--- src/rtl/zbuffered_triangle_raster_defines.svh ---
// Assertion macros for the z-buffered triangle rasterizer.
`ifndef ZBUFFERED_TRIANGLE_RASTER_DEFINES_SVH
`define ZBUFFERED_TRIANGLE_RASTER_DEFINES_SVH
`ifndef SYNTH
`define ZBR_ASSERT(label, clk, rstn, prop) \
    label: assert property (@(posedge clk) disable iff (!rstn) prop) \
        else $error("zbr assertion failed");
`define ZBR_NEVER(label, clk, rstn, expr) \
    label: assert property (@(posedge clk) disable iff (!rstn) !(expr)) \
        else $error("zbr forbidden condition");
`else
`define ZBR_ASSERT(label, clk, rstn, prop)
`define ZBR_NEVER(label, clk, rstn, expr)
`endif
`endif

--- src/rtl/zbr_pkg.sv ---
// Shared types and constants for the z-buffered triangle rasterizer.
package zbr_pkg;

    localparam logic FUNC_LOAD = 1'b0;
    localparam logic FUNC_STEP = 1'b1;
    localparam logic signed [15:0] DEPTH_MIN = 16'sh8000;
    localparam int DIV_STEPS = 16;

    typedef enum logic [3:0] {
        ST_CLEAR,
        ST_IDLE,
        ST_SETUP_BOX,
        ST_SETUP_AREA,
        ST_EDGE_MUL,
        ST_EDGE_TEST,
        ST_DEPTH_MUL,
        ST_DEPTH_SUM,
        ST_DIV,
        ST_FINISH
    } zbr_state_t;

    typedef struct packed {
        logic clear_wr;
        logic load;
        logic setup_box;
        logic setup_area;
        logic edge_mul;
        logic edge_test;
        logic depth_mul;
        logic depth_sum;
        logic div_step;
        logic finish;
    } zbr_cmd_t;

    typedef struct packed {
        logic clear_done;
        logic scan_active;
        logic covered;
        logic div_done;
        logic out_free;
    } zbr_status_t;

endpackage

--- src/rtl/zbr_ctrl.sv ---
// Sequencer for setup, per-pixel evaluation and depth-store clearing.
module zbr_ctrl
    import zbr_pkg::*;
(
    input  logic        aclk,
    input  logic        aresetn,
    input  logic        s_valid,
    output logic        s_ready,
    input  logic        s_func,
    input  zbr_status_t status,
    output zbr_cmd_t    cmd
);
    zbr_state_t state_reg, state_next;

    always_ff @(posedge aclk) begin
        if (!aresetn) begin
            state_reg <= ST_CLEAR;
        end else begin
            state_reg <= state_next;
        end
    end

    always_comb begin
        state_next = state_reg;
        cmd        = '0;
        s_ready    = 1'b0;
        case (state_reg)
            ST_CLEAR: begin
                cmd.clear_wr = 1'b1;
                if (status.clear_done) begin
                    state_next = ST_IDLE;
                end
            end
            ST_IDLE: begin
                s_ready = 1'b1;
                if (s_valid) begin
                    if (s_func == FUNC_LOAD) begin
                        cmd.load   = 1'b1;
                        state_next = ST_SETUP_BOX;
                    end else if (status.scan_active) begin
                        state_next = ST_EDGE_MUL;
                    end
                end
            end
            ST_SETUP_BOX: begin
                cmd.setup_box = 1'b1;
                state_next    = ST_SETUP_AREA;
            end
            ST_SETUP_AREA: begin
                cmd.setup_area = 1'b1;
                state_next     = ST_IDLE;
            end
            ST_EDGE_MUL: begin
                cmd.edge_mul = 1'b1;
                state_next   = ST_EDGE_TEST;
            end
            ST_EDGE_TEST: begin
                cmd.edge_test = 1'b1;
                state_next    = ST_DEPTH_MUL;
            end
            ST_DEPTH_MUL: begin
                // uncovered pixels skip the depth path
                if (status.covered) begin
                    cmd.depth_mul = 1'b1;
                    state_next    = ST_DEPTH_SUM;
                end else begin
                    state_next = ST_FINISH;
                end
            end
            ST_DEPTH_SUM: begin
                cmd.depth_sum = 1'b1;
                state_next    = ST_DIV;
            end
            ST_DIV: begin
                cmd.div_step = 1'b1;
                if (status.div_done) begin
                    state_next = ST_FINISH;
                end
            end
            ST_FINISH: begin
                if (status.out_free) begin
                    cmd.finish = 1'b1;
                    state_next = ST_IDLE;
                end
            end
            default: begin
                state_next = ST_IDLE;
            end
        endcase
    end
endmodule

--- config.mk ---
export PLATFORM = sky130hd
export DESIGN_NAME = zbr_ctrl
export DESIGN_NICKNAME = d
export VERILOG_FILES = /design/src/rtl/zbuffered_triangle_raster_defines.svh /design/src/rtl/zbr_pkg.sv /design/src/rtl/zbr_ctrl.sv
export SDC_FILE = /design/constraint.sdc
export NUM_CORES = 1
export LEC_CHECK = 0
export ABC_AREA = 0
export BUFFER_PORTS_ARGS = -buffer_cell sky130_fd_sc_hd__buf_2
export CAP_MARGIN = 30
export CORE_AREA = 2 2 39 41
export DETAILED_ROUTE_END_ITERATION = 12
export DIE_AREA = 0 0 41 43
export GPL_ROUTABILITY_DRIVEN = 0
export PLACE_DENSITY = 0.51
export SYNTH_ARGS = -nofsm -noshare
export SYNTH_HDL_FRONTEND = slang
export SYNTH_SLANG_ARGS = --single-unit
--- constraint.sdc ---
create_clock -name aclk -period 3.05 [get_ports aclk]
set_clock_uncertainty 0.1 [all_clocks]
set_input_delay 0.61 -clock aclk [delete_from_list [all_inputs] [get_ports aclk]]
set_output_delay 0.61 -clock aclk [all_outputs]
set_load 0.03 [all_outputs]
### Word-level counts from Yosys, hierarchy flattened

Index checks and enable logic that the tools add are counted.

* logic and storage cells: 40
* output and inout bits: 11
* bits in registers: 4

* equal/unequal tests: 14
* reduce and logical (&&, ||, !) cells: 2
* multiplexer cells: 23

Operators with widths (count)
* $pmux W4 S9: 1
* $mux W4: 7
* $eq A4 B3 Y1 const B: 4
* $mux W1: 15
* $eq A4 B2 Y1 const B: 2
* $eq A4 B4 Y1 const B: 2
* $ne A2 B2 Y1 const B: 4
* $reduce_and A5 Y1: 1
* $eq A4 B1 Y1 const B: 1
* $logic_not A4 Y1: 1
* $ne A3 B3 Y1 const B: 1

### Logic depth before layout (Yosys ltp)

Gate-level depths: netlist of the first run.

* depth after elaboration: 4
* depth in mapped cells: 4

### Worst setup path after synthesis of the first run

Ideal clock, no wire load.

* kind: register to output
* start point: register state_reg[3]
* end point: output cmd[8] in the netlist's numbering
* slack: 0.463 ns
* cell stages (with the launch flop): 5
* data arrival time: 1.877 ns
* cells stage by stage: dfxtp_1 buf_6 or2b_2 nor3_1 and3b_1

RTL lines
* start, declared: line zbr_ctrl.sv:13 `zbr_state_t state_reg, state_next;`
* start signal, assigned: line zbr_ctrl.sv:19 `state_reg <= state_next;`
* end, declared: line zbr_ctrl.sv:11 `output zbr_cmd_t cmd`

==> results.toml, run 1 <==
[critical_path]
critPathCaptureType = "output port"
crit_required_ns = 2.34
rr_endpoint = "state_reg[0]$_SDFFE_PN0P_"
cp_top_family = "simple AND/OR/NAND/NOR gates"
cp_num_buf_inv = 1
crit_arrival_ns = 1.67
crit_slowest_cell = "dfxtp_1"
crit_end = "cmd[8]"
crit_fanout = 13
crit_path_start = "state_reg[0]$_SDFFE_PN0P_"
crit_type = "flop to output port"
reg2regPathDepth = 3
regToRegStartpoint = "state_reg[3]$_SDFFE_PN0P_"
start_kind = "flop"
r2r_setup_slack_ns = 1.45
slowest_delay_ns = 0.53
crit_cells = 4
cp_cell_sequence = "or2b_2 -> nor3_1 -> and3b_1 -> buf_2"

[finish]
syn2layout_area_growth_pct = 28.28
nFillCells = 162
final_nets = 76
largest_reg_flops = 4
n_antenna_cell = 0
drive_above_1_share_pct = 40.00

[floorplanning]
rows = 14
start_util_pct = 26.22
io_pins = 20
die-area_mm2 = 0.001763
die_height_um = 43
core_area_mm2 = 0.001384
die_w_um = 41

[detailed_routing]
drt-met1-wl_um = 403
vias = 389
drtAntennaViolNets = 0
drc = 0
wire_per_inst_um = 10.73
maxUsedRoutingLayer = "met3"
routed_wl_um = 869
wl_met3_um = 99
drtPass1Iterations = 2
viasPerCell = 4.802
met2_length_um = 365
drt_iter0_markers = 6

[synthesis]
synth_cell_types = 25
avgSynthCellArea_um2 = 7.720
async_flop_share_pct = 0
yosysTopAreaCellShare_pct = 22.07
synth_edf_count = 0
synthFlopType = "dfxtp_1"
synth_seq_cells = 4
synth_fp_nets = 56
synth-seq-area-share_pct = 22.07
yosys_warnings = 0
syn_area_um2 = 362.8
synth_area_leaders = "dfxtp_1 (22%), nor4b_1 (7.2%), nand2b_1 (6.9%)"
synthCells = 47
synth_area_leader_cell = "dfxtp_1"

[global_route]
grt_pass1_wl_mm = 1.214
grt.total_usage_pct = 10.43
grt_max_degree = 14
grt_pass1_vias = 305
antenna_found_initial = 0
grt_overflow = 0

[clocking]
cts_resized = 0
cts-root-buf = "clkbuf_4"
clk_pin_slew_ns = 0.04
cts_buffer_depth = 2
cts_made_buffers = 3
post_cts_buffers = 0
clock_sinks = 4
tritoncts = "yes"
worstSkewPairLatency_ns = 0.23
ctsHoldBuffers = 0
htreeDepth = 1

[place]
port_buffers = 19

[power_and_ir_drop]
p_total_w = 0.0001577
peakVddDrop_mv = 0.1412
power_leakage_nw = 0.2214
powerDensity_mw_per_mm2 = 338.8

[timing]
fmax_ghz = 0.4203
period_needed_ns = 2.379
max_slew_margin_pct = 74.80
period_share_pct = 78.00
rsz0062_at_grt = "false"
finalHoldViolations = 0
finalSetupTns_ns = 0
slew_violations = 0
tightestPinTransition_ns = 0.3775
setup_violations = 0

[min_path]
hold_class = "flop to flop"

[run]
cap_viol_max_count = 0

[run_status]
status = "finished, final reports clean"
-- worst min-delay path by stage --
stage / from / to / depth (start not counted)
finish: state_reg[3]$_SDFFE_PN0P_ / state_reg[3]$_SDFFE_PN0P_ / 2
floorplan: state_reg[3]$_SDFFE_PN0P_ / state_reg[1]$_SDFFE_PN0P_ / 2
detailed placement: state_reg[3]$_SDFFE_PN0P_ / state_reg[3]$_SDFFE_PN0P_ / 2
global route: state_reg[3]$_SDFFE_PN0P_ / state_reg[3]$_SDFFE_PN0P_ / 2
global placement: state_reg[3]$_SDFFE_PN0P_ / state_reg[3]$_SDFFE_PN0P_ / 2
CTS: state_reg[3]$_SDFFE_PN0P_ / state_reg[3]$_SDFFE_PN0P_ / 2
-- routing by layer --
metal  vias to the layer above  GRT usage, %
met5                         -             0
met4                         0         6.000
met3                         0         5.236
met2                        22         13.75
met1                       165         13.14
li1                        202             -
-- power breakdown --
part	internal (W)	switching [W]	leakage, nW
Clock	0.0000440	0.0000212	0.0138
Combinational	0.0000154	0.0000184	0.175
Sequential	0.0000542	0.00000450	0.0325
-- layout make-up --
cell class / instances / area [um^2] / share of cell area, %
Sequential cell: 4 / 80.08 / 17.20
Tap cell: 16 / 20.02 / 4.301
Multi-Input combinational cell: 38 / 244.0 / 52.42
Inverter: 1 / 3.754 / 0.8065
Timing Repair Buffer: 19 / 95.09 / 20.43
Clock buffer: 3 / 22.52 / 4.839
-- worst min-delay path, stage by stage (launching register included) --
cell and delay (ns):
dfxtp_1 0.39, nand3_1 0.10, a21boi_0 0.07
-- through the flow --
stage / setup WS, ns / std cells / util (%) / cell area, um^2 / hold WS [ns]
6_report: 0.6710 / 81 / 33.63 / 465.4 / 0.5072
3_3_place_gp: 0.9279 / 78 / 32.01 / 442.9 / 0.5024
5_1_grt: 0.5035 / 81 / 33.63 / 465.4 / 0.5360
3_5_place_dp: 0.9062 / 78 / 32.01 / 442.9 / 0.5043
2_1_floorplan: 0.4626 / 47 / - / 362.8 / 0.4122
4_1_cts: 0.6510 / 81 / 33.63 / 465.4 / 0.5139
-- cells in the mapped netlist, types with 2 or more instances --
master / number
nor4b_1: 3
a21boi_0: 2
buf_6: 2
or2b_2: 2
nand2b_1: 4
nor2b_1: 3
a21oi_1: 2
nor2_1: 6
nand2_1: 2
dfxtp_1: 4
nor3_1: 3
-- cells by family (layout without fill, tap and decap cells) --
kind of cell,count (synthesis),count (layout),share of synthesized area [%]
compound gates,8,8,16.55
buf+inv,5,23,10.69
flops,4,4,22.07
simple gates,30,30,50.69
-- cells in the final DEF (no fill, tap or decap), types with 2 or more instances in the layout --
master    instances
a21oi_1           2
clkbuf_4          3
nor2b_1           3
buf_2            19
dfxtp_1           4
nand2b_1          4
or2b_2            2
nor2_1            6
nor4b_1           3
a21boi_0          2
nor3_1            3
nand2_1           2
(Power assumes the default switching activity.)
==> inputs of run 2 (changes only) <==
==> constraint.sdc (replaced) <==
create_clock -name aclk -period 2.3 [get_ports aclk]
set_clock_uncertainty 0.1 [all_clocks]
set_input_delay 0.46 -clock aclk [delete_from_list [all_inputs] [get_ports aclk]]
set_output_delay 0.46 -clock aclk [all_outputs]
set_load 0.03 [all_outputs]
==> run 2 against run 1 <==
Against the previous run:
- cell area rose by 2.7%
- first-iteration DRC count grew 120%
- combinational power up 56%
- critical path type unchanged
==> results.toml, run 2 (same netlist as run 1, synthesis figures left out) <==
[critical_path]
start_kind = "flop"
regToRegStartpoint = "state_reg[3]$_SDFFE_PN0P_"
crit_path_start = "state_reg[3]$_SDFFE_PN0P_"
critPathCaptureType = "output port"
crit_required_ns = 1.74
crit_arrival_ns = 1.48
crit_type = "flop to output port"
crit_fanout = 10

[floorplanning]
rows = 14
start_util_pct = 26.22
io_pins = 20
die_height_um = 43
core_area_mm2 = 0.001384
die_w_um = 41
die-area_mm2 = 0.001763

[clocking]
cts_buffer_depth = 2
htreeDepth = 1
clk_pin_slew_ns = 0.04
tritoncts = "yes"
worstSkewPairLatency_ns = 0.24
post_cts_buffers = 0
cts_made_buffers = 3
clock_sinks = 4
cts-root-buf = "clkbuf_4"
ctsHoldBuffers = 0
cts_resized = 0

[place]
dp_cells = 79
port_buffers = 19
post-place-ws_ns = 0.5006
hpwl_um = 670.2

[detailed_routing]
vias = 409
wire_per_inst_um = 10.87
drt_iter0_markers = 13
drtAntennaViolNets = 0
drc = 0
routed_wl_um = 891
viasPerCell = 4.988
drtPass1Iterations = 4

[global_route]
grt_overflow = 0
grt_pass1_vias = 340
antenna_found_initial = 0
grt_pass1_wl_mm = 1.490
grt.total_usage_pct = 12.84
grt_max_degree = 14

[finish]
syn2layout_area_growth_pct = 31.72
final_common_cell = "buf_2"
finalNonFillerCells = 82
largest_reg_flops = 4
drive_above_1_share_pct = 42.42
n_antenna_cell = 0
layout_common_cells = "buf_2 (19), nor2_1 (6), nand2b_1 (4), dfxtp_1 (4)"
final_nets = 77

[min_path]
hold_class = "input port to flop"
min_from = "aresetn"

[timing]
final.setup.worst_slack_ns = 0.2579
finalHoldViolations = 0
fmax_ghz = 0.4897
finalSetupTns_ns = 0
tightestPinTransition_ns = 0.4098
max_slew_margin_pct = 72.64
period_share_pct = 88.79
slew_violations = 0
period_needed_ns = 2.042
rsz0062_at_grt = "false"
setup_violations = 0

[run_status]
status = "finished, final reports clean"

[run]
cap_viol_max_count = 0

[power_and_ir_drop]
power_leakage_nw = 0.2303
powerDensity_mw_per_mm2 = 447.9
peakVddDrop_mv = 0.1876
p_total_w = 0.0002141
## run 2: cell types whose count changed in the layout (fill, tap and decap cells not counted), sizes merged
cell	change
buf	+1
## run 2: critical path: stages (launching register included)
cell and delay, ns:
dfxtp_1 0.38, or2b_2 0.38, nor3_2 0.13, and3b_1 0.16, buf_2 0.19
## run 2: cell type report
cell class,count,area [um^2]
fill,159,905.9
sequential,4,80.08
multi-input combinational,38,249.0
timing repair buffer,20,102.6
inverter,1,3.754
clock buffer,3,22.52
tap,16,20.02
## run 2: where the power goes
part	total, W	internal, W	switching, W
Sequential	0.0000737	0.0000718	0.00000191
Clock	0.0000876	0.0000584	0.0000292
Combinational	0.0000528	0.0000228	0.0000300
## run 2: per-layer routing
layer	share of wire [%]	global-route usage, %
met2	44	16.56
met3	11	6.283
met5	0	0
met1	43	16.35
met4	1.6	8.000
## run 2: final timing paths
kind                          endpoint  slack [ns]  cells past startpoint
max                             cmd[8]        0.26                      4
min          state_reg[3]$_SDFFE_PN0P_        0.40                      2
max reg2reg  state_reg[0]$_SDFFE_PN0P_        0.72                      3
min reg2reg  state_reg[3]$_SDFFE_PN0P_        0.50                      2
## run 2: per-stage QoR
step	util, %	hold slack [ns]	instance area [um^2]
2_1_floorplan	-	0.4122	367.9
3_3_place_gp	32.91	0.5057	455.4
3_5_place_dp	32.91	0.4974	455.4
4_1_cts	34.54	0.3962	478.0
5_1_grt	34.54	0.4049	478.0
6_report	34.54	0.4022	478.0
